[src/rtl/skt_pkg.sv]
// Package for the sorted key table: field structs, status codes, controller
// states and the command and status groups between controller and datapath.
// Used by skt_ctrl, skt_datapath and sorted_key_table. Depends on nothing.
`default_nettype none

package skt_pkg;

  // Default configuration of the table.
  localparam int DEF_TABLE_DEPTH = 1024;
  localparam int DEF_KEY_WIDTH   = 32;

  // Fixed field widths of the command and result words.
  localparam int KEY_FIELD_W = 32;
  localparam int MAX_KEY_W   = 64;
  localparam int TAG_W       = 16;
  localparam int LINE_W      = 20;
  localparam int SLOT_W      = 10;
  localparam int CNT_W       = 11;

  // Operation requested by a command word.
  typedef enum logic {
    ACT_INSERT = 1'b0,
    ACT_REMOVE = 1'b1
  } action_e;

  // Outcome reported in a result word.
  typedef enum logic [1:0] {
    ST_DONE      = 2'd0,
    ST_PRESENT   = 2'd1,
    ST_FULL      = 2'd2,
    ST_NOT_FOUND = 2'd3
  } status_e;

  // Controller states.
  typedef enum logic [2:0] {
    S_IDLE,
    S_PROBE,
    S_CMP,
    S_SHIFT,
    S_DRAIN,
    S_PLACE,
    S_FINISH
  } state_e;

  // Command word.
  typedef struct packed {
    action_e                  action;
    logic [KEY_FIELD_W-1:0]   key;
    logic [TAG_W-1:0]         source_tag;
    logic [LINE_W-1:0]        line_number;
  } req_t;

  // Result word.
  typedef struct packed {
    status_e                  status;
    logic [SLOT_W-1:0]        slot;
    logic [CNT_W-1:0]         entry_count;
    logic [CNT_W-1:0]         high_water;
  } res_t;

  // Commands from the controller to the datapath.
  typedef struct packed {
    logic    accept;      // latch a new command word
    logic    rd_mid;      // read the entry at the search midpoint
    logic    step;        // narrow the search range from the read entry
    logic    shift_init;  // load the shift pointer
    logic    shift_rd;    // read one entry to be moved
    logic    place;       // write the new entry at its sorted position
    logic    remove_done; // drop the entry count by one
    logic    load_res;    // capture the result word
    status_e res_status;
  } cmd_t;

  // Status from the datapath to the controller.
  typedef struct packed {
    logic full;
    logic lo_lt_hi;
    logic found;
    logic is_remove;
    logic needs_shift;
    logic shift_last;
  } stat_t;

endpackage

`default_nettype wire

[src/rtl/skt_ctrl.sv]
// Controller of the sorted key table: sequences the binary search, the entry
// shift and the result capture. Depends on skt_pkg; drives skt_datapath.
`default_nettype none

module skt_ctrl (
  input  wire logic          clk_i,
  input  wire logic          rst_ni,
  input  wire logic          start,
  input  wire skt_pkg::action_e action_i,
  input  wire skt_pkg::stat_t   stat_i,
  output logic               busy,
  output skt_pkg::cmd_t      cmd_o
);

  skt_pkg::state_e state_q, state_d;

  // State register.
  always_ff @(posedge clk_i or negedge rst_ni) begin
    if (!rst_ni) begin
      state_q <= skt_pkg::S_IDLE;
    end else begin
      state_q <= state_d;
    end
  end

  // Next state and commands.
  always_comb begin
    state_d           = state_q;
    cmd_o             = '0;
    cmd_o.res_status  = skt_pkg::ST_DONE;
    busy              = 1'b1;
    unique case (state_q)
      skt_pkg::S_IDLE: begin
        busy = 1'b0;
        if (start) begin
          cmd_o.accept = 1'b1;
          if (action_i == skt_pkg::ACT_INSERT && stat_i.full) begin
            // A full table answers at once and changes nothing.
            cmd_o.load_res   = 1'b1;
            cmd_o.res_status = skt_pkg::ST_FULL;
          end else begin
            state_d = skt_pkg::S_PROBE;
          end
        end
      end
      skt_pkg::S_PROBE: begin
        if (stat_i.lo_lt_hi) begin
          cmd_o.rd_mid = 1'b1;
          state_d      = skt_pkg::S_CMP;
        end else if (!stat_i.is_remove) begin
          if (stat_i.found) begin
            cmd_o.load_res   = 1'b1;
            cmd_o.res_status = skt_pkg::ST_PRESENT;
            state_d          = skt_pkg::S_IDLE;
          end else if (stat_i.needs_shift) begin
            cmd_o.shift_init = 1'b1;
            state_d          = skt_pkg::S_SHIFT;
          end else begin
            state_d = skt_pkg::S_PLACE;
          end
        end else begin
          if (!stat_i.found) begin
            cmd_o.load_res   = 1'b1;
            cmd_o.res_status = skt_pkg::ST_NOT_FOUND;
            state_d          = skt_pkg::S_IDLE;
          end else if (stat_i.needs_shift) begin
            cmd_o.shift_init = 1'b1;
            state_d          = skt_pkg::S_SHIFT;
          end else begin
            state_d = skt_pkg::S_FINISH;
          end
        end
      end
      skt_pkg::S_CMP: begin
        cmd_o.step = 1'b1;
        state_d    = skt_pkg::S_PROBE;
      end
      skt_pkg::S_SHIFT: begin
        cmd_o.shift_rd = 1'b1;
        if (stat_i.shift_last) begin
          state_d = skt_pkg::S_DRAIN;
        end
      end
      skt_pkg::S_DRAIN: begin
        // The last moved entry is written back in this cycle.
        state_d = stat_i.is_remove ? skt_pkg::S_FINISH : skt_pkg::S_PLACE;
      end
      skt_pkg::S_PLACE: begin
        cmd_o.place    = 1'b1;
        cmd_o.load_res = 1'b1;
        state_d        = skt_pkg::S_IDLE;
      end
      skt_pkg::S_FINISH: begin
        cmd_o.remove_done = 1'b1;
        cmd_o.load_res    = 1'b1;
        state_d           = skt_pkg::S_IDLE;
      end
      default: begin
        state_d = skt_pkg::S_IDLE;
      end
    endcase
  end

endmodule

`default_nettype wire

[config.mk]
export PLATFORM = sky130hd
export DESIGN_NAME = skt_ctrl
export DESIGN_NICKNAME = d
export VERILOG_FILES = /design/src/rtl/skt_pkg.sv /design/src/rtl/skt_ctrl.sv
export SDC_FILE = /design/constraint.sdc
export NUM_CORES = 1
export LEC_CHECK = 0
export ABC_AREA = 0
export BUFFER_PORTS_ARGS = -buffer_cell sky130_fd_sc_hd__buf_2
export CORE_AREA = 2 2 39 41
export CTS_CLUSTER_DIAMETER = 40
export CTS_CLUSTER_SIZE = 12
export DETAILED_ROUTE_END_ITERATION = 10
export DIE_AREA = 0 0 41 43
export SYNTH_ARGS = -nofsm -noshare
export SYNTH_HDL_FRONTEND = slang
export SYNTH_SLANG_ARGS = --single-unit
[constraint.sdc]
create_clock -name clk_i -period 2 [get_ports clk_i]
set_input_delay 0.4 -clock clk_i [delete_from_list [all_inputs] [get_ports clk_i]]
set_output_delay 0.4 -clock clk_i [all_outputs]
set_load 0.02 [all_outputs]
==> impl_metrics.tcl <==
set metrics [dict create \
    outcome "completed" \
    finalSetupViolCount 0 \
    fin_nets 90 \
    cts_tree "yes" \
    setup_slack_ns 0.1104 \
    dp_hpwl_um 728 \
    fin_crit_ns 1.890 \
    vdd.ir_drop.worst_v 0.0004679 \
    cp.arrival_ns 1.49 \
    diodes 0 \
    synth-seq-cells 3 \
    worstSetupEndpointType "output port" \
    clockBufferDepth 2 \
    worst_pin_slew_ns 0.3536 \
    synth-async-reset-ratio 1.000 \
    h-tree-depth 1 \
    final_antenna_net_count 0 \
    fmax_ghz 0.5292 \
    grt_max_degree 11 \
    layout-drive-gt1-share 0.4872 \
    synth_top_area_share 0.1869 \
    netlist_area_um2 401.6 \
    synth_flop_cell "dfrtp_1" \
    synth_area_leaders "dfrtp_1 (19%), nand2_1 (6.5%), and3b_1 (6.5%)" \
    max_stage_delay_ns 0.41 \
    drcViolationCount 0 \
    first_global_vias 391 \
    hold_viol 0 \
    syn_avg_cell_area_um2 7.875 \
    leakagePower_nw 0.3249 \
    clkTransAtPathRegs_ns 0.04 \
    ios 21 \
    wirelength_um 908 \
    critical_path.max_fanout 2 \
    power.density_nw_per_um2 1327 \
    whs_path_depth 4 \
    core_area_um2 1384 \
    slew_violations 0 \
    drt_iter0_markers 10 \
    routed_via_density 4.734 \
    grt_remaining_overflow 0 \
    hold_start "stat_i[0]" \
    firstDrtPassIters 3 \
    ys_seq_area_frac 0.1869 \
    dp_cells 89 \
    whs_ns 0.4745 \
    insertion_delay_ns 0.23 \
    r2r_start "state_q[1]$_DFFE_PN0P_" \
    path_cells "buf_2, ha_1, or3b_4, o211ai_2, buf_4" \
    hp-class "in -> reg" \
    synth_edf_count 0 \
    vias 445 \
    syn-num-nets 62 \
    die_x_um 41 \
    antenna_found_initial 0 \
    yosysWarnings 0 \
    synth_cells 51 \
    synth_top_area_cell "dfrtp_1" \
    largest_reg_flops 3 \
    cts_root_buf "clkbuf_4" \
    rr_endpoint "state_q[2]$_DFFE_PN0P_" \
    maxSlewHeadroom 0.7582 \
    grt_pass1_wl_um 1476 \
    reg2reg_depth 4 \
    fp-row-count 14 \
    fill_cells 157 \
    crit_slowest_cell "or3b_4" \
    start_util 0.2902 \
    fp.dieArea_um2 1763 \
    finClkSkew_ns 0.0003781 \
    cts_buffers 3 \
    rrSetupSlack_ns 0.70 \
    syn_to_final_growth_pct 47.35 \
    post_cts_buffers 0 \
    synth_cell_types 26 \
    cp.required_ns 1.60 \
    min_period_over_period 0.9448 \
    start_kind "input port" \
    numPortBuffers 20 \
    crit_type "in -> out" \
    wl_per_cell_um 9.660 \
    rsz0062_at_grt "false" \
    die_h_um 43 \
    gp_congestion 0.7092 \
    total_power_w 0.0007852 \
    largest-register "state_q" \
    final_cell_count_no_fill 94 \
    setup_tns_ns 0 \
    grt_use_total 0.1236 \
    whs_endpoint "state_q[1]$_DFFE_PN0P_" \
    pre_cts_ws_ns -0.001383 \
    top_regs "state_q: 3 flops" \
    clock_sinks 3 \
    drv_cap 0 \
]
where the power goes:
group / total [W] / leakage [nW] / internal (W) / switching (W)
Sequential: 0.000165 / 0.0383 / 0.0000899 / 0.0000753
Clock: 0.000104 / 0.0150 / 0.0000747 / 0.0000296
Combinational: 0.000516 / 0.272 / 0.000254 / 0.000261
cells by family (layout without fill, tap and decap cells):
family	after synthesis	count (layout)	share of synthesized area
AOI/OAI and AO/OA	13	13	0.2430
xor gates and xnor gates	1	1	0.02181
adders and majority gates	1	1	0.03115
buffers and inverters	8	35	0.1028
DFF	3	3	0.1869
and+or+nand+nor	25	25	0.4144
stage by stage:
step	instance area, um^2	utilization
5_1_grt	591.8	0.4277
2_1_floorplan	406.6	-
3_3_place_gp	545.5	0.3942
4_1_cts	584.3	0.4222
3_5_place_dp	545.5	0.3942
6_report	591.8	0.4277
per-layer routing:
metal / global-route usage / routed length [um] / vias to the layer above
met5: 0 / 0 / -
met4: 0.1000 / 0 / 0
met3: 0.01571 / 64 / 0
met2: 0.1813 / 470 / 13
met1: 0.1516 / 374 / 196
li1: - / - / 236
worst max path at each step:
stage | startpoint | to | slack (ns)
after CTS | stat_i[2] | cmd_o[2] | 0.007
final | stat_i[2] | cmd_o[2] | 0.11
after detailed placement | stat_i[2] | cmd_o[2] | -0.001
after global routing | state_q[1]$_DFFE_PN0P_ | cmd_o[1] | 0.04
after floorplan | stat_i[3] | cmd_o[0] | 0.14
after global placement | stat_i[2] | cmd_o[2] | 0.008
timing repair:
action                                 CTS  global route
hold buffers                             1             0
gates resized for setup                  1             2
endpoints found under the hold margin    3             0
setup endpoints to repair                1             3
cell usage in the layout (no fill, tap or decap), types with 3 or more instances in the layout:
master,count
and3b_1,3
buf_2,19
buf_4,7
clkbuf_4,3
dfrtp_1,3
inv_1,4
nand2_1,7
o21ai_0,4
worst max-delay path: cells and delay by family:
| kind | cells | cell delay (ns) |
|---|---|---|
| fa+ha+maj | 1 | 0.28 |
| simple gates | 1 | 0.41 |
| buf+inv | 2 | 0.27 |
| compound gates | 1 | 0.14 |
final cells by class:
cell class                      count  area (um^2)  share of cell area
Clock buffer                        4        26.28             0.04440
Inverter                            4        15.01             0.02537
Multi-Input combinational cell     40        297.8              0.5032
Sequential cell                     3        75.07              0.1268
Tap cell                           16        20.02             0.03383
Timing Repair Buffer               27        157.7              0.2664
Yosys cell counts (2+ instances only):
cell type / number
nor3_1: 3
buf_2: 3
and2_1: 2
nor2_1: 2
nand2_1: 7
dfrtp_1: 3
inv_1: 4
o21a_1: 2
and3b_1: 3
o21ai_2: 2
nor3b_1: 2
o21ai_0: 4
Power figures use the tool's default switching activity.
